**config.mk**
```make
export PLATFORM = sky130hd
export DESIGN_NAME = multichannel_pulse_train_timer
export DESIGN_NICKNAME = d
export VERILOG_FILES = /design/src/rtl/mpt_pkg.sv /design/src/rtl/mpt_ctrl.sv /design/src/rtl/mpt_dp.sv /design/src/rtl/multichannel_pulse_train_timer.sv
export VERILOG_INCLUDE_DIRS = /design/src /design/src/rtl
export SDC_FILE = /design/constraint.sdc
export NUM_CORES = 1
export LEC_CHECK = 0
export ABC_AREA = 1
export BUFFER_PORTS_ARGS = -buffer_cell sky130_fd_sc_hd__buf_2
export CORE_MARGIN = 2
export CORE_UTILIZATION = 46
export CTS_CLUSTER_SIZE = 10
export DETAILED_ROUTE_END_ITERATION = 10
export RECOVER_POWER = 100
export SYNTH_ARGS = -nofsm -noshare
export SYNTH_HDL_FRONTEND = slang
export SYNTH_SLANG_ARGS = --single-unit
```
**constraint.sdc**
```tcl
create_clock -name clk -period 4.3 [get_ports clk]
set_clock_uncertainty 0.2 [all_clocks]
set_input_delay 0 -clock clk [delete_from_list [all_inputs] [get_ports clk]]
set_output_delay 0 -clock clk [all_outputs]
set_load 0.03 [all_outputs]
```
**src/rtl/assert_macros.svh**
```systemverilog
// assertion helpers for the rtl
`ifndef ASSERT_MACROS_SVH
`define ASSERT_MACROS_SVH

// clocked property check, quiet while reset is high
`define ASSERT_CLK(label, clk, rst, prop, msg) \
  label: assert property (@(posedge clk) disable iff (rst) prop) else $error(msg);

// implication check: antecedent must be followed by consequent in the same cycle
`define ASSERT_IMPL(label, clk, rst, ante, cons, msg) \
  `ASSERT_CLK(label, clk, rst, (ante) |-> (cons), msg)

`endif

```
**src/rtl/mpt_pkg.sv**
```systemverilog
`timescale 1ns / 1ps

package mpt_pkg;

  // width of the packed level beat
  localparam int unsigned OUT_W = 12;

  // action codes of the input beat
  typedef enum logic [1:0] {
    ACT_TICK       = 2'd0,
    ACT_SET_PERIOD = 2'd1,
    ACT_STOP       = 2'd2,
    ACT_SET_LEVEL  = 2'd3
  } act_t;

  // controller states
  typedef enum logic [1:0] {
    ST_IDLE  = 2'd0,
    ST_APPLY = 2'd1,
    ST_TICK  = 2'd2,
    ST_DONE  = 2'd3
  } state_t;

  // commands from controller to datapath
  typedef struct packed {
    logic latch;     // capture the input beat
    logic apply;     // carry out a non-tick action
    logic tick_step; // advance one channel of a tick
    logic load_out;  // copy the levels into the output register
  } cmd_t;

endpackage

```
**src/rtl/mpt_ctrl.sv**
```systemverilog
`timescale 1ns / 1ps

module mpt_ctrl #(
  parameter int unsigned CHANNELS = 12,
  parameter int unsigned IDX_W    = 4
) (
  input  logic                 clk,
  input  logic                 rst,
  input  logic                 in_valid,
  output logic                 in_ready,
  input  logic [1:0]           action,
  output logic                 out_valid,
  input  logic                 out_ready,
  output mpt_pkg::cmd_t        cmd,
  output logic [IDX_W-1:0]     walk_idx,
  output mpt_pkg::state_t      state
);

  localparam logic [IDX_W-1:0] LAST_IDX = IDX_W'(CHANNELS - 1);

  mpt_pkg::state_t  state_next;
  logic [IDX_W-1:0] walk_idx_next;
  logic             out_valid_next;
  logic             accept;
  logic             out_free;

  assign accept   = in_valid && in_ready;
  assign out_free = !out_valid || out_ready;

  // state, walk counter and output valid flag
  always_ff @(posedge clk) begin
    if (rst) begin
      state     <= mpt_pkg::ST_IDLE;
      walk_idx  <= '0;
      out_valid <= 1'b0;
    end else begin
      state     <= state_next;
      walk_idx  <= walk_idx_next;
      out_valid <= out_valid_next;
    end
  end

  // next state
  always_comb begin
    state_next = state;
    case (state)
      mpt_pkg::ST_IDLE: begin
        if (accept) begin
          if (action == mpt_pkg::ACT_TICK) state_next = mpt_pkg::ST_TICK;
          else state_next = mpt_pkg::ST_APPLY;
        end
      end
      mpt_pkg::ST_APPLY: state_next = mpt_pkg::ST_DONE;
      mpt_pkg::ST_TICK: begin
        if (walk_idx == LAST_IDX) state_next = mpt_pkg::ST_DONE;
      end
      mpt_pkg::ST_DONE: begin
        if (out_free) state_next = mpt_pkg::ST_IDLE;
      end
      default: state_next = mpt_pkg::ST_IDLE;
    endcase
  end

  // outputs and commands
  always_comb begin
    in_ready       = 1'b0;
    cmd            = '0;
    walk_idx_next  = walk_idx;
    out_valid_next = out_valid && !out_ready;
    case (state)
      mpt_pkg::ST_IDLE: begin
        in_ready  = 1'b1;
        cmd.latch = accept;
      end
      mpt_pkg::ST_APPLY: cmd.apply = 1'b1;
      mpt_pkg::ST_TICK: begin
        cmd.tick_step = 1'b1;
        if (walk_idx == LAST_IDX) walk_idx_next = '0;
        else walk_idx_next = walk_idx + 1'b1;
      end
      mpt_pkg::ST_DONE: begin
        if (out_free) begin
          cmd.load_out   = 1'b1;
          out_valid_next = 1'b1;
        end
      end
      default: begin
        walk_idx_next = '0;
      end
    endcase
  end

endmodule

```
**src/rtl/mpt_dp.sv**
```systemverilog
`timescale 1ns / 1ps

module mpt_dp #(
  parameter int unsigned CHANNELS = 12,
  parameter int unsigned ON_TIME  = 6,
  parameter int unsigned IDX_W    = 4
) (
  input  logic                        clk,
  input  logic                        rst,
  input  mpt_pkg::cmd_t               cmd,
  input  logic [IDX_W-1:0]            walk_idx,
  input  logic [1:0]                  action,
  input  logic [3:0]                  channel,
  input  logic [7:0]                  period_value,
  input  logic                        level,
  output logic [mpt_pkg::OUT_W-1:0]   output_bits
);

  localparam logic [7:0] ON_T     = 8'(ON_TIME);
  localparam logic [7:0] ON_T_P1  = 8'(ON_TIME + 1);
  localparam logic [5:0] CH_LIMIT = 6'(CHANNELS);

  // per-channel state
  logic [7:0]          periods    [CHANNELS];
  logic [7:0]          countdowns [CHANNELS];
  logic [CHANNELS-1:0] levels;

  // latched input beat
  mpt_pkg::act_t act_q;
  logic [3:0]    chan_q;
  logic [7:0]    pv_q;
  logic          lv_q;

  logic             ch_ok;
  logic [IDX_W-1:0] ch_idx;
  logic [7:0]       pv_clamped;
  logic [7:0]       cd_cur;
  logic [7:0]       per_cur;
  logic [7:0]       cd_dec;
  logic             step_live;
  logic [7:0]       cd_new;
  logic             lv_new;
  logic [mpt_pkg::OUT_W-1:0] packed_levels;

  // channel range check and period clamp
  assign ch_ok      = 6'(chan_q) < CH_LIMIT;
  assign ch_idx     = IDX_W'(chan_q);
  assign pv_clamped = (pv_q != 8'd0 && pv_q <= ON_T) ? ON_T_P1 : pv_q;

  // one channel of a tick
  always_comb begin
    cd_cur    = countdowns[walk_idx];
    per_cur   = periods[walk_idx];
    step_live = (cd_cur != 8'd0) || (per_cur != 8'd0);
    cd_dec    = ((cd_cur == 8'd0) ? per_cur : cd_cur) - 8'd1;
    cd_new    = cd_dec;
    lv_new    = levels[walk_idx];
    if (cd_dec == 8'd0) begin
      if (levels[walk_idx]) begin
        lv_new = 1'b0;
        cd_new = (per_cur > ON_T) ? per_cur - ON_T : 8'd0;
      end else begin
        lv_new = 1'b1;
        cd_new = ON_T;
      end
    end
  end

  // input beat capture
  always_ff @(posedge clk) begin
    if (cmd.latch) begin
      act_q  <= mpt_pkg::act_t'(action);
      chan_q <= channel;
      pv_q   <= period_value;
      lv_q   <= level;
    end
  end

  // channel state updates
  always_ff @(posedge clk) begin
    if (rst) begin
      for (int i = 0; i < CHANNELS; i++) begin
        periods[i]    <= 8'd0;
        countdowns[i] <= 8'd0;
      end
      levels <= '0;
    end else if (cmd.tick_step) begin
      if (step_live) begin
        countdowns[walk_idx] <= cd_new;
        levels[walk_idx]     <= lv_new;
      end
    end else if (cmd.apply) begin
      case (act_q)
        mpt_pkg::ACT_SET_PERIOD: begin
          if (ch_ok) periods[ch_idx] <= pv_clamped;
        end
        mpt_pkg::ACT_STOP: begin
          for (int i = 0; i < CHANNELS; i++) periods[i] <= 8'd0;
        end
        mpt_pkg::ACT_SET_LEVEL: begin
          if (ch_ok) levels[ch_idx] <= lv_q;
        end
        default: ;
      endcase
    end
  end

  // pack the first twelve channels, zero above CHANNELS
  for (genvar b = 0; b < mpt_pkg::OUT_W; b++) begin : g_pack
    if (b < CHANNELS) begin : g_used
      assign packed_levels[b] = levels[b];
    end else begin : g_unused
      assign packed_levels[b] = 1'b0;
    end
  end

  // output register
  always_ff @(posedge clk) begin
    if (cmd.load_out) output_bits <= packed_levels;
  end

endmodule

```
**src/rtl/multichannel_pulse_train_timer.sv**
```systemverilog
`timescale 1ns / 1ps
// Multichannel pulse train timer.
// Input channel (in_valid/in_ready): one beat carries action, channel,
// period_value and level. Actions are tick, set period, stop all and set level.
// Output channel (out_valid/out_ready): exactly one beat per input beat,
// output_bits holding the level of channels 0..11 after the action.
// A tick walks the channels one per cycle through a single update unit,
// then passes through the done state, which loads the result into the
// output register and reopens the input; every other action passes through
// the apply state and then the done state in the same way.
// The next beat is taken while a finished result still waits in the output
// register; a stalled receiver holds the block only once a further result is
// ready to be loaded, and the waiting result stays unchanged until taken.
// Reset (rst, synchronous) clears all periods, counters and levels and empties
// the output register; the block accepts a beat in the first cycle after it.
`include "assert_macros.svh"

module multichannel_pulse_train_timer #(
  parameter int unsigned CHANNELS = 12,
  parameter int unsigned ON_TIME  = 6
) (
  input  logic                      clk,
  input  logic                      rst,
  input  logic                      in_valid,
  output logic                      in_ready,
  input  logic [1:0]                action,
  input  logic [3:0]                channel,
  input  logic [7:0]                period_value,
  input  logic                      level,
  output logic                      out_valid,
  input  logic                      out_ready,
  output logic [mpt_pkg::OUT_W-1:0] output_bits
);

  localparam int unsigned IDX_W = (CHANNELS > 1) ? $clog2(CHANNELS) : 1;

  mpt_pkg::cmd_t    cmd;
  mpt_pkg::state_t  state;
  logic [IDX_W-1:0] walk_idx;

  // sequencing
  mpt_ctrl #(
    .CHANNELS (CHANNELS),
    .IDX_W    (IDX_W)
  ) u_ctrl (
    .clk       (clk),
    .rst       (rst),
    .in_valid  (in_valid),
    .in_ready  (in_ready),
    .action    (action),
    .out_valid (out_valid),
    .out_ready (out_ready),
    .cmd       (cmd),
    .walk_idx  (walk_idx),
    .state     (state)
  );

  // channel state and output register
  mpt_dp #(
    .CHANNELS (CHANNELS),
    .ON_TIME  (ON_TIME),
    .IDX_W    (IDX_W)
  ) u_dp (
    .clk          (clk),
    .rst          (rst),
    .cmd          (cmd),
    .walk_idx     (walk_idx),
    .action       (action),
    .channel      (channel),
    .period_value (period_value),
    .level        (level),
    .output_bits  (output_bits)
  );

  // checks
  `ASSERT_CLK(a_busy_after_accept, clk, rst, (in_valid && in_ready) |=> !in_ready, "input taken while busy")
  `ASSERT_CLK(a_valid_from_done, clk, rst, $rose(out_valid) |-> ($past(state) == mpt_pkg::ST_DONE), "result raised outside done")
  `ASSERT_IMPL(a_walk_idle_zero, clk, rst, state == mpt_pkg::ST_IDLE, walk_idx == '0, "walk counter not rewound")

endmodule

```
* After elaboration in Yosys (flattened, before gate mapping)
Memory sizes are Yosys's and may differ from the RTL's. A register that Yosys moved wholly into a read port is not among the register bits.
Cells that the tools add are included.
** Operators by class
- Add/subtract/negate cells :: 3
- $lt $le $gt $ge :: 7
- Eq/ne operators :: 11
- Muxes and demuxes :: 73
- Bitwise logic cells :: 12
- Reduce and logical (&&, ||, !) cells :: 23
** Operator list (count)
- $mux W8 :: 19
- $mux W12 :: 5
- $mux W1 :: 32
- $mux W4 :: 7
- $bwmux W12 :: 2
- $reduce_bool A8 Y1 :: 3
- $logic_not A8 Y1 :: 2
- $reduce_or A8 Y1 :: 2
- $or A1 B1 Y1 :: 12
- $lt A4 B5 Y1 const B :: 2
- $demux W1 S4 :: 2
- $eq A2 B2 Y1 const B :: 4
- $ge A4 B1 Y1 const B :: 2
- $gt A8 B3 Y1 const B :: 1
- $le A8 B3 Y1 const B :: 1
- $mux W2 :: 4
- $ne A2 B1 Y1 const B :: 4
- $pmux W2 S4 :: 1
- $sub A8 B1 Y8 const B :: 1
- $sub A8 B3 Y8 const B :: 1
- $reduce_bool A2 Y1 :: 3
- $logic_and A1 B1 Y1 :: 5
- $add A4 B1 Y4 const B :: 1
- $bmux W1 S4 :: 1
- 8 further kinds :: 12
** Word-level totals
- Flip-flop bits (word level) :: 46
- Bits in writable memories :: 192
- Bits of input ports :: 19
- Word-level logic and storage cells :: 140
- Memories kept :: 2
** Memories
- u_dp.countdowns :: depth 12, width 8, read ports 1, clocked after Yosys merged registers in 1, wr ports 12, RTL line mpt_dp.sv:25 : logic [7:0] countdowns [CHANNELS];
- u_dp.periods :: depth 12, width 8, read ports 1, clocked after Yosys merged registers in 1, wr ports 12, RTL line mpt_dp.sv:24 : logic [7:0] periods [CHANNELS];

* Longest topological paths before layout
Gate-level depths: netlist of the first run.
- Word-level depth :: 9
- Depth in mapped cells :: 27

* Modules after synthesis
Synthesis of the first run repeated with hierarchy kept, for this count alone.
** Unflattened totals
- Cells, all modules :: 1512
- Area, all modules :: 14325.0 um2
** By module, submodules not included
- mpt_dp :: instances 1, cells each 1449, area each 13894.6 um2, sequential area each 8738.4 um2
- mpt_ctrl :: instances 1, cells each 63, area each 430.4 um2, sequential area each 140.1 um2

* Least setup slack after synthesis of the first run
OpenSTA, ideal clock, no wires.
- Path type :: register to register
- Start :: register (tool-made name)
- End :: memory u_dp.countdowns[12][1], data pin
- Library setup time :: 0.254 ns
- Data arrival time :: 2.884 ns
- Data required time :: 3.846 ns
- Slack :: 0.962 ns
- Stages on the path, launching flop included :: 24
- Buffers on the path :: 4
- Clock period less this slack :: 3.338 ns
- Path through :: dfxtp_1 > buf_6 > buf_6 > buf_6 > o211ai_2 > nand3_1 > nand3_1 > nand2_2 > nor2_1 > nand2_2 > nor2_8 > nand2_1 > nand2_1 > inv_1 > ha_1 > nand3_1 > inv_2 > nor2_4 > nand3_2 > nor2_2 > nand4_2 > o21ai_2 > buf_4 > inv_2
** RTL lines (RTL line)
- end: declaration :: mpt_dp.sv:25

==> impl_metrics.py, run 1 <==
metrics = {
    "floorplanning": {
        "placementRows": 65,
        "num_io_pins": 33,
        "initial_core_util_pct": 47.1,
        "die_w_microns": 184,
        "dieArea_sq_mm": 0.0339,
        "die_h_microns": 184,
        "coreArea_sq_mm": 0.0317,
    },
    "grt": {
        "grt_pass1_wl_microns": 62900,
        "grt_overflow": 0,
        "grt_pass1_vias": 11009,
        "grt_max_degree": 131,
        "grt_usage_pct": 24.4,
        "antenna_found_initial": 0,
    },
    "sta": {
        "rsz0062_at_grt": "yes",
        "finalHoldViolCount": 3,
        "setup_viol": 0,
        "fin_crit_sh_pct": 95.0,
        "slew_violations": 0,
        "whs_ps": -2.04,
        "max_slew_margin_pct": 24.1,
        "min_period_ps": 4080,
        "worst_pin_slew_ps": 1140,
        "fmax_mhz": 245,
    },
    "pwr": {
        "power_leakage_nw": 6.86,
        "power_frac_seq_pct": 38.1,
        "p_per_area_mw_per_mm2": 579,
        "intPower_mw": 6.16,
        "combPwrFrac_pct": 32.8,
        "ir_worst_vdd_mv": 0.456,
        "swShare_pct": 37.4,
        "clkPwrFrac_pct": 29.2,
        "p_switching_mw": 3.68,
    },
    "cts": {
        "cts-htree-levels": 2,
        "cts_buffers": 38,
        "cts_buffer_depth": 3,
        "clock_latency_ps": 520,
        "clock_sinks": 306,
        "clk_pin_slew_ps": 60,
        "cts-root-buf": "clkbuf_16",
        "cts_tree": "built",
    },
    "finish": {
        "fin_area_sq_mm": 0.0170,
        "multi_input_area_sq_mm": 0.00499,
        "nets": 1693,
        "n_fill_cell": 2871,
        "antennaDiodeCount": 0,
        "syn2layout_area_growth_pct": 14.0,
        "seq_area_sq_mm": 0.00896,
        "drive_gt1_share_pct": 9.43,
        "fin_util_pct": 53.6,
    },
    "setup_path": {
        "regToRegSetupSlack_ps": 220,
        "crit_path_start_kind": "flop",
        "crit_path_end": "u_dp.countdowns[13][0]",
        "crit_chain": "inv_1 > buf_4 > o221ai_1 > nand3_1 > nand2_1 > a21oi_4 > ha_1 > nand3_1 > inv_2 > nand3_1 > nand2_1 > nand2_1 > nor2_1 > nand3_1 > nand2_1 > buf_4 > nand2_1",
        "crit_required_ps": 4340,
        "cpMaxStageDelayCell": "inv_1",
        "worstSetupPathType": "reg -> reg",
        "cpLargestDelayFamily": "simple AND/OR/NAND/NOR gates",
        "r2r_cells": 17,
        "cp.arrival_ps": 4120,
        "worst_path_most_repeated_cell": "nand2_1",
        "path_depth": 17,
        "path_max_fanout": 17,
        "r2r-end": "u_dp.countdowns[13][0]",
        "cp_num_buf_inv": 4,
        "cp-end-kind": "flop",
        "cpPeakStageDelay_ps": 540,
    },
    "place": {
        "place_area_sq_mm": 0.0156,
        "gp_congestion": 0.916,
        "numPortBuffers": 32,
        "dp_hpwl_microns": 26300,
    },
    "routing": {
        "wire_per_inst_microns": 19.9,
        "drt-total-wl_microns": 41400,
        "drt_iter0_drc": 1325,
        "vias": 11656,
        "dr.pass1.iters": 6,
        "drc_errors": 0,
        "ant_nets": 0,
        "viasPerCell": 5.61,
    },
    "logic_synthesis": {
        "synth_edf_count": 283,
        "synth-seq-area-share_pct": 60.0,
        "synth_mux_area_share_pct": 0,
        "syn_area_sq_mm": 0.0149,
        "post-synth-top-count-cell": "nand2_1",
        "yosysTopAreaCell": "edfxtp_1",
        "yosys-top-cells-area": "edfxtp_1 (57%), nand2_1 (7.4%), nor2_1 (7.1%)",
        "yosys_warnings": 0,
        "syn_inst": 1574,
        "synth_flop_cell": "edfxtp_1",
        "synthAdderAreaFrac_pct": 1.01,
        "yosys_register_bits": 306,
        "synth_cell_types": 43,
        "synth_top_family_by_area": "simple AND/OR/NAND/NOR gates",
        "synth_common_cells": "nand2_1 (295), nor2_1 (284), edfxtp_1 (283), inv_1 (150)",
        "synth_compound_area_share_pct": 10.2,
        "synthXorXnorAreaFrac_pct": 0.293,
        "synth-simple-area-share_pct": 21.0,
        "ys_async_sr_fraction_pct": 0,
        "syn_area_per_cell_sq_um": 9.48,
        "synth_top_area_share_pct": 56.9,
    },
    "status": {
        "status": "finished, violations left",
        "violations": "hold timing",
    },
    "worst_hold_path": {
        "min_path_type": "in -> reg",
    },
    "job": {
        "maxCapViolations": 0,
    },
}
==> layer usage <==
layer / track usage [%] / share of wire (%) / up-vias
li1: - / - / 5462
met1: 34.7 / 43 / 5586
met4: 8.13 / 3.1 / 0
met5: 0 / 0 / -
met2: 38.0 / 46 / 524
met3: 4.17 / 8.0 / 84
==> worst reg2reg max path, cell delays in order (launching register included) <==
cell and delay, ps:
dfxtp_1 350, inv_1 540, buf_4 310, o221ai_1 200
nand3_1 150, nand2_1 140, a21oi_4 280, ha_1 220
nand3_1 120, inv_2 120, nand3_1 80, nand2_1 70
nand2_1 110, nor2_1 240, nand3_1 200, nand2_1 140
buf_4 200, nand2_1 130
==> worst min path at each step <==
stage	startpoint	end	slack, ps	depth (start not counted)
detailed placement	period_value[2]	u_dp.pv_q[2]	-20	1
floorplan	action[0]	u_dp.act_q[0]	-100	0
finish	out_ready	u_dp.output_bits[5]	-2	3
global placement	period_value[2]	u_dp.pv_q[2]	-20	1
CTS	out_ready	u_dp.output_bits[5]	8	3
global route	action[0]	u_dp.act_q[0]	70	2
==> cells by family after synthesis <==
family	count (synthesis)
AND/OR/NAND/NOR	744
flip-flops	306
AO/OA/AOI/OAI	258
buffers and inverters	248
adder cells (fa/ha/maj)	12
XOR/XNOR	5
other	1
==> through the flow <==
| step | TNS [ps] | instances | hold WS [ps] | power (mW) | setup WS, ps |
|---|---|---|---|---|---|
| floorplan | 0 | 1605 | -101 | 5.91 | 962 |
| global placement | 0 | 1990 | -23.8 | 6.87 | 132 |
| detailed placement | 0 | 1990 | -21.9 | 6.90 | 126 |
| CTS | 0 | 2076 | 7.73 | 9.78 | 90.8 |
| global route | -1780 | 2078 | 72.8 | 10.3 | -62.3 |
| finish | 0 | 2078 | -2.04 | 9.84 | 216 |
==> layout by cell type (no fill, tap or decap), types with 3 or more instances in the layout <==
cell type      count
a21oi_1          108
buf_12             4
buf_2             16
buf_4             32
clkbuf_1          30
clkbuf_16         40
clkinv_1           3
conb_1            32
dfxtp_1           21
dlygate4sd3_1     32
edfxtp_1         283
ha_1              12
inv_1            150
inv_2              3
inv_6              3
nand2_1          291
nand2_2           23
nand3_1          108
nand4_1            4
nand4_2            7
nor2_1           280
nor2_2             6
nor2_4             4
nor3_1            12
nor4_1             3
o2111ai_1         11
o211ai_1           7
o21ai_0           79
o21ai_1            9
o221ai_1          26
o22ai_1            7
xor2_1             4
==> power by group through the flow <==
stage	Sequential [mW]	Combinational, mW	Clock, mW
after global placement	3.79	3.08	0
after floorplan	3.76	2.15	0
after detailed placement	3.79	3.11	0
final	3.75	3.22	2.87
after global routing	3.77	3.51	3.02
after CTS	3.74	3.15	2.90
==> final cells by class <==
cell class	instances	area share, %
Sequential cell	306	52.7
Multi-Input combinational cell	1051	29.3
Clock buffer	48	5.87
Timing Repair Buffer	108	5.16
Inverter	157	3.51
Tap cell	402	2.96
Clock inverter	6	0.471
==> registers in the layout (all words and copies together) (netlist names), named ones only <==
name	flops
u_dp.ch_idx	4
u_dp.periods	128
u_ctrl.out_valid	1
u_dp.levels	12
u_dp.pv_q	8
u_dp.output_bits	12
u_ctrl.walk_idx	4
u_dp.act_q	2
u_ctrl.state	2
u_dp.lv_q	1
u_dp.countdowns	128
==> timing repair <==
action,CTS,global route
buffers inserted,0,0
endpoints found under the hold margin,39,0
endpoints found under the setup margin,0,229
hold buffers,32,0
resized for setup,0,11
Power figures use the tool's default switching activity.
==> inputs of run 2 (changes only) <==
--- a/config.mk
+++ b/config.mk
@@ -8,10 +8,13 @@
 export LEC_CHECK = 0
 export ABC_AREA = 1
 export BUFFER_PORTS_ARGS = -buffer_cell sky130_fd_sc_hd__buf_2
+export CELL_PAD_IN_SITES_DETAIL_PLACEMENT = 1
+export CELL_PAD_IN_SITES_GLOBAL_PLACEMENT = 1
 export CORE_MARGIN = 2
 export CORE_UTILIZATION = 46
 export CTS_CLUSTER_SIZE = 10
 export DETAILED_ROUTE_END_ITERATION = 10
+export PLACE_DENSITY_LB_ADDON = 0.1
 export RECOVER_POWER = 100
 export SYNTH_ARGS = -nofsm -noshare
 export SYNTH_HDL_FRONTEND = slang
==> run 2 against run 1 <==
Compared with the run above:
- the flow finishes with violations (capacitance limit)
- utilization decreased by 0.16 points
- clock-buffer cell count rose by 1
- via count increased by 1.6%
- non-clock buffer count down 1
- critical path depth up 5
- critical path type unchanged
- sequential share of layout area rose by 0.16 points
- die area did not move
- clock power fell by 4%
- wire length rose by 11%
==> impl_metrics.py, run 2 (synthesis gave the netlist of run 1 again) <==
metrics = {
    "status": {
        "status": "finished, violations left",
        "violations": "capacitance limit",
    },
    "finish": {
        "n_fill_cell": 3578,
        "reg_top3": "u_dp.countdowns: 128 flops, u_dp.periods: 128 flops",
        "mostFrequentLayoutCells": "nand2_1 (286), edfxtp_1 (283), nor2_1 (279)",
        "syn2layout_area_growth_pct": 13.6,
        "multi_input_area_sq_mm": 0.00501,
        "mostFrequentLayoutCell": "nand2_1",
        "seq_area_sq_mm": 0.00896,
        "antennaDiodeCount": 0,
        "fin_cells": 2075,
        "nets": 1691,
        "drive_gt1_share_pct": 9.62,
    },
    "pwr": {
        "p_switching_mw": 3.77,
        "power_frac_seq_pct": 38.1,
        "clkPwrFrac_pct": 28.0,
        "finalPower_mw": 9.84,
        "ir_worst_vdd_mv": 0.445,
        "power_leakage_nw": 6.84,
        "intPower_mw": 6.07,
        "combPwrFrac_pct": 33.9,
        "p_per_area_mw_per_mm2": 580,
        "swShare_pct": 38.3,
    },
    "routing": {
        "ant_nets": 0,
        "drc_errors": 0,
        "viasPerCell": 5.71,
        "drt-total-wl_microns": 46100,
        "vias": 11838,
        "wire_per_inst_microns": 22.2,
        "dr.pass1.iters": 5,
        "drt_iter0_drc": 919,
    },
    "worst_hold_path": {
        "hold-path-cell-count": 2,
        "holdPathEnd": "u_dp.pv_q[0]",
        "min_path_type": "in -> reg",
        "hp-start": "period_value[0]",
    },
    "cts": {
        "cts-htree-levels": 2,
        "cts_tree": "built",
        "clock_latency_ps": 520,
        "clk_pin_slew_ps": 50,
        "cts_buffers": 37,
        "cts_buffer_depth": 3,
        "cts-root-buf": "clkbuf_16",
        "clock_sinks": 306,
    },
    "sta": {
        "rsz0062_at_grt": "yes",
        "setup_viol": 0,
        "finalHoldViolCount": 0,
        "min_period_ps": 4110,
        "fmax_mhz": 243,
        "setup_tns_ps": 0,
        "slew_violations": 0,
        "whs_ps": 40.4,
        "fin_crit_sh_pct": 95.5,
        "worst_pin_slew_ps": 1490,
        "max_slew_margin_pct": 0.428,
    },
    "grt": {
        "grt_pass1_wl_microns": 70800,
        "grt_overflow": 0,
        "grt_pass1_vias": 12126,
        "antenna_found_initial": 0,
        "grt_usage_pct": 27.7,
        "grt_max_degree": 131,
    },
    "setup_path": {
        "path_max_fanout": 65,
        "cp_num_buf_inv": 5,
        "r2r_cells": 22,
        "crit_required_ps": 4350,
        "cp-end-kind": "flop",
        "crit_path_start_kind": "flop",
        "cpMaxStageDelayCell": "inv_1",
        "cpPeakStageDelay_ps": 460,
        "regToRegSetupSlack_ps": 190,
        "worstSetupPathType": "reg -> reg",
        "worst_path_most_repeated_cell": "nand2_1",
        "cp.arrival_ps": 4160,
        "r2r-end": "u_dp.countdowns[8][6]",
        "cpLargestDelayFamily": "simple AND/OR/NAND/NOR gates",
        "crit_chain": "buf_16 > nor2_1 > nor2_1 > o21ai_0 > nand3_1 > nand3_1 > nand2_1 > nor2_1 > nand2_2 > nor2_8 > nand2_1 > nand2_1 > inv_1 > ha_1 > nand3_1 > inv_2 > nand3_1 > nand2_1 > nand2_1 > inv_1 > buf_4 > a21oi_1",
    },
    "place": {
        "dp_hpwl_microns": 30000,
        "dp.cells": 1991,
        "numPortBuffers": 32,
        "gp_congestion": 0.845,
    },
    "job": {
        "maxCapViolations": 1,
    },
    "floorplanning": {
        "die_w_microns": 184,
        "coreArea_sq_mm": 0.0317,
        "die_h_microns": 184,
        "initial_core_util_pct": 47.1,
        "num_io_pins": 33,
        "placementRows": 65,
        "dieArea_sq_mm": 0.0339,
    },
}
==> run 2: worst reg2reg max path, delay by kind of cell (launching register included) <==
family          cells  cell delay, ps
simple gates       14            1520
fa+ha+maj           1             190
buf+inv             5            1290
compound gates      2             200
flops               1             430
==> run 2: layout make-up <==
type / instances / area share, %
repair buffers: 107 / 5.16
clock buffers: 49 / 5.84
multi-input cells: 1051 / 29.5
inverters: 157 / 3.52
clock inverters: 3 / 0.133
well taps: 402 / 2.97
flip-flops and latches: 306 / 52.9
==> run 2: how the worst max path moves through the flow <==
stage                     slack (ps)  cells after the start  startpoint                      to
final                            190                     22        flop   u_dp.countdowns[8][6]
after CTS                         20                     20        flop   u_dp.countdowns[4][2]
after detailed placement          30                     20        flop   u_dp.countdowns[4][2]
after global placement           110                     19        flop   u_dp.countdowns[4][2]
after floorplan                  960                     23        flop  u_dp.countdowns[12][1]
after global routing             -20                     23        flop   u_dp.countdowns[2][1]
==> run 2: power groups by stage <==
stage	sequential [mW]	combinational [mW]	clock, mW
after floorplan	3.76	2.15	0
after global placement	3.79	3.16	0
after detailed placement	3.80	3.22	0
after CTS	3.74	3.27	2.79
after global routing	3.77	3.62	2.89
final	3.75	3.34	2.76
==> run 2: stage by stage <==
step | utilization, % | setup WS [ps] | cell area [sq um]
detailed placement | 49.2 | 34.3 | 15600
global placement | 49.2 | 109 | 15600
CTS | 53.3 | 22.6 | 16900
floorplan | - | 962 | 15000
finish | 53.5 | 191 | 17000
global route | 53.5 | -20.4 | 17000
==> run 2: per-layer routing <==
metal  GRT usage [%]  share of wire (%)  wire [microns]  vias up
li1                -                  -               -     5443
met1            37.8                 44           20200     5982
met2            46.2                 48           22200      328
met3            3.64                5.1            2350       85
met4            8.48                2.9            1330        0
met5               0                  0               0        -
==> run 2: timing repair <==
item	4_1_cts	5_1_grt
resized for setup	0	21
hold buffers	31	0
setup buffers	0	0
hold endpoints to repair	38	0
endpoints found under the setup margin	0	230
==> inputs of run 3 (changes only) <==
--- a/config.mk
+++ b/config.mk
@@ -6,10 +6,10 @@
 export SDC_FILE = /design/constraint.sdc
 export NUM_CORES = 1
 export LEC_CHECK = 0
-export ABC_AREA = 1
 export BUFFER_PORTS_ARGS = -buffer_cell sky130_fd_sc_hd__buf_2
 export CELL_PAD_IN_SITES_DETAIL_PLACEMENT = 1
 export CELL_PAD_IN_SITES_GLOBAL_PLACEMENT = 1
+export CORE_ASPECT_RATIO = 2
 export CORE_MARGIN = 2
 export CORE_UTILIZATION = 46
 export CTS_CLUSTER_SIZE = 10
==> run 3 against run 2 <==
Compared with the run above:
- the flow finishes with violations (setup timing)
- synthesized cell count shrank 34%
- critical path depth shrank 3
- largest power group unchanged
- critical path type unchanged
- final area grew 5.3%
- sequential power is essentially flat
==> impl_metrics.py, run 3 <==
metrics = {
    "status": {
        "status": "finished, violations left",
        "violations": "setup timing",
    },
    "routing": {
        "dr.pass1.iters": 5,
        "drt_iter0_drc": 606,
        "drc_errors": 0,
        "wire_per_inst_microns": 25.2,
        "vias": 9617,
        "drt-total-wl_microns": 41500,
        "viasPerCell": 5.84,
        "ant_nets": 0,
    },
    "cts": {
        "cts-root-buf": "clkbuf_16",
        "clk_pin_slew_ps": 60,
        "clock_sinks": 306,
        "cts_buffers": 36,
        "cts_tree": "built",
        "clock_latency_ps": 530,
        "cts_buffer_depth": 3,
        "cts-htree-levels": 2,
    },
    "grt": {
        "grt_usage_pct": 26.1,
        "grt_pass1_vias": 10470,
        "grt_pass1_wl_microns": 62900,
        "antenna_found_initial": 0,
        "grt_max_degree": 33,
        "grt_overflow": 0,
    },
    "sta": {
        "rsz0062_at_grt": "yes",
        "setup_ws_ps": -306,
        "slew_violations": 0,
        "worst_pin_slew_ps": 1320,
        "fin_crit_sh_pct": 107,
        "min_period_ps": 4610,
        "setup_viol": 226,
        "fmax_mhz": 217,
        "max_slew_margin_pct": 11.4,
        "setup_tns_ps": -29620,
        "finalHoldViolCount": 0,
    },
    "floorplanning": {
        "die_h_microns": 252,
        "die_w_microns": 128,
        "coreArea_sq_mm": 0.0306,
        "placementRows": 91,
        "initial_core_util_pct": 46.4,
        "dieArea_sq_mm": 0.0324,
        "num_io_pins": 33,
    },
    "logic_synthesis": {
        "syn_area_per_cell_sq_um": 13.7,
        "synth_flop_cell": "edfxtp_1",
        "synth_common_cells": "edfxtp_1 (283), nor2_1 (184), and3_1 (63), mux4_2 (62), nand2_1 (56)",
        "synth_edf_count": 283,
        "yosys_register_bits": 306,
        "syn_area_sq_mm": 0.0142,
        "synth-seq-area-share_pct": 63.1,
        "syn_inst": 1036,
        "yosys_warnings": 0,
        "synth_top_area_share_pct": 59.8,
        "yosys-top-cells-area": "edfxtp_1 (60%), mux4_2 (9.8%), nor2_1 (4.9%)",
        "ys_async_sr_fraction_pct": 0,
        "yosysTopAreaCell": "edfxtp_1",
        "post-synth-top-count-cell": "edfxtp_1",
        "synth_cell_types": 65,
    },
    "finish": {
        "syn2layout_area_growth_pct": 25.8,
        "drive_gt1_share_pct": 28.5,
        "nets": 1284,
        "antennaDiodeCount": 0,
        "mostFrequentLayoutCell": "edfxtp_1",
        "mostFrequentLayoutCells": "edfxtp_1 (283), nor2_1 (170), buf_4 (117)",
        "fin_cells": 1648,
        "reg_top3": "u_dp.countdowns: 128 flops, u_dp.periods: 128 flops",
    },
    "job": {
        "maxCapViolations": 0,
    },
    "setup_path": {
        "worstSetupPathType": "reg -> reg",
        "path_max_fanout": 6,
        "crit_path_start_kind": "flop",
        "cp.arrival_ps": 4680,
        "cp-end-kind": "flop",
        "crit_required_ps": 4380,
    },
    "place": {
        "gp_congestion": 0.810,
        "dp.cells": 1523,
        "dp_hpwl_microns": 26500,
        "numPortBuffers": 32,
    },
    "pwr": {
        "power_leakage_nw": 6.67,
        "p_per_area_mw_per_mm2": 572,
        "ir_worst_vdd_mv": 0.372,
    },
    "worst_hold_path": {
        "min_path_type": "reg -> reg",
    },
}
==> run 3: power breakdown <==
group / internal, mW / switching (mW) / leakage [nW]
sequential: 3.62 / 0.159 / 3.03
combinational: 1.54 / 2.05 / 3.13
clock: 1.67 / 1.17 / 0.512
==> run 3: final timing paths <==
path                       start                    end  slack [ps]  depth (start not counted)
setup / recovery            flop  u_dp.countdowns[2][0]        -310                         19
hold / removal    u_dp.levels[8]    u_dp.output_bits[8]         260                          0
setup reg to reg            flop  u_dp.countdowns[2][0]        -310                         19
hold reg to reg   u_dp.levels[8]    u_dp.output_bits[8]         260                          0
==> run 3: cell type report <==
type,instances,area (sq um)
inverters,23,93.8
repair buffers,224,1940
multi-input cells,662,5320
fillers,2956,12800
clock buffers,60,1050
well taps,372,465
clock inverters,1,16.3
flip-flops and latches,306,8960
==> run 3: worst max-delay path: stages (launching register included) <==
cell,delay [ps]
dfxtp_4,370
buf_6,130
buf_12,140
buf_8,110
mux4_2,480
a22o_1,290
a221o_1,350
a21oi_2,210
ha_2,210
inv_2,50
nor3_4,210
buf_6,150
o311a_4,190
a21boi_4,190
o22ai_4,110
nor4_4,200
buf_6,170
mux2i_4,320
buf_6,210
nor2_1,50
==> run 3: routing by layer <==
layer | share of wire, % | global-route usage, % | vias up
li1 | - | - | 4310
met1 | 41 | 34.1 | 4977
met2 | 52 | 44.8 | 261
met3 | 4.0 | 3.09 | 69
met4 | 3.1 | 9.36 | 0
met5 | 0 | 0 | -
==> run 3: what timing repair did <==
item,4_1_cts,5_1_grt
gates resized for setup,86,54
endpoints found under the setup margin,264,266
hold endpoints to repair,56,0
gates cloned,7,3
hold buffers,35,0
pin swaps,11,10
setup buffers,17,5
==> run 3: metrics by stage <==
stage	total power [mW]	area, sq um	setup WS, ps	utilization, %	hold WS (ps)
after global placement	6.51	15700	-278	51.3	-23.4
after detailed placement	6.59	15700	-419	51.3	-21.1
after global routing	10.6	17900	-443	58.3	274
after floorplan	5.56	14400	-174	-	-101
final	10.2	17900	-306	58.3	257
after CTS	10.0	17700	-253	57.7	206
==> run 3: cell families (layout without fill, tap and decap cells) <==
logic type	Yosys count	after routing	share of synthesized area (%)
AOI/OAI and AO/OA	100	100	5.43
xor gates and xnor gates	10	10	0.617
adders and majority gates	12	12	1.06
buffers and inverters	99	308	3.37
DFF	306	306	63.1
muxes	78	78	11.5
other	1	32	0.0264
and+or+nand+nor	430	430	14.9
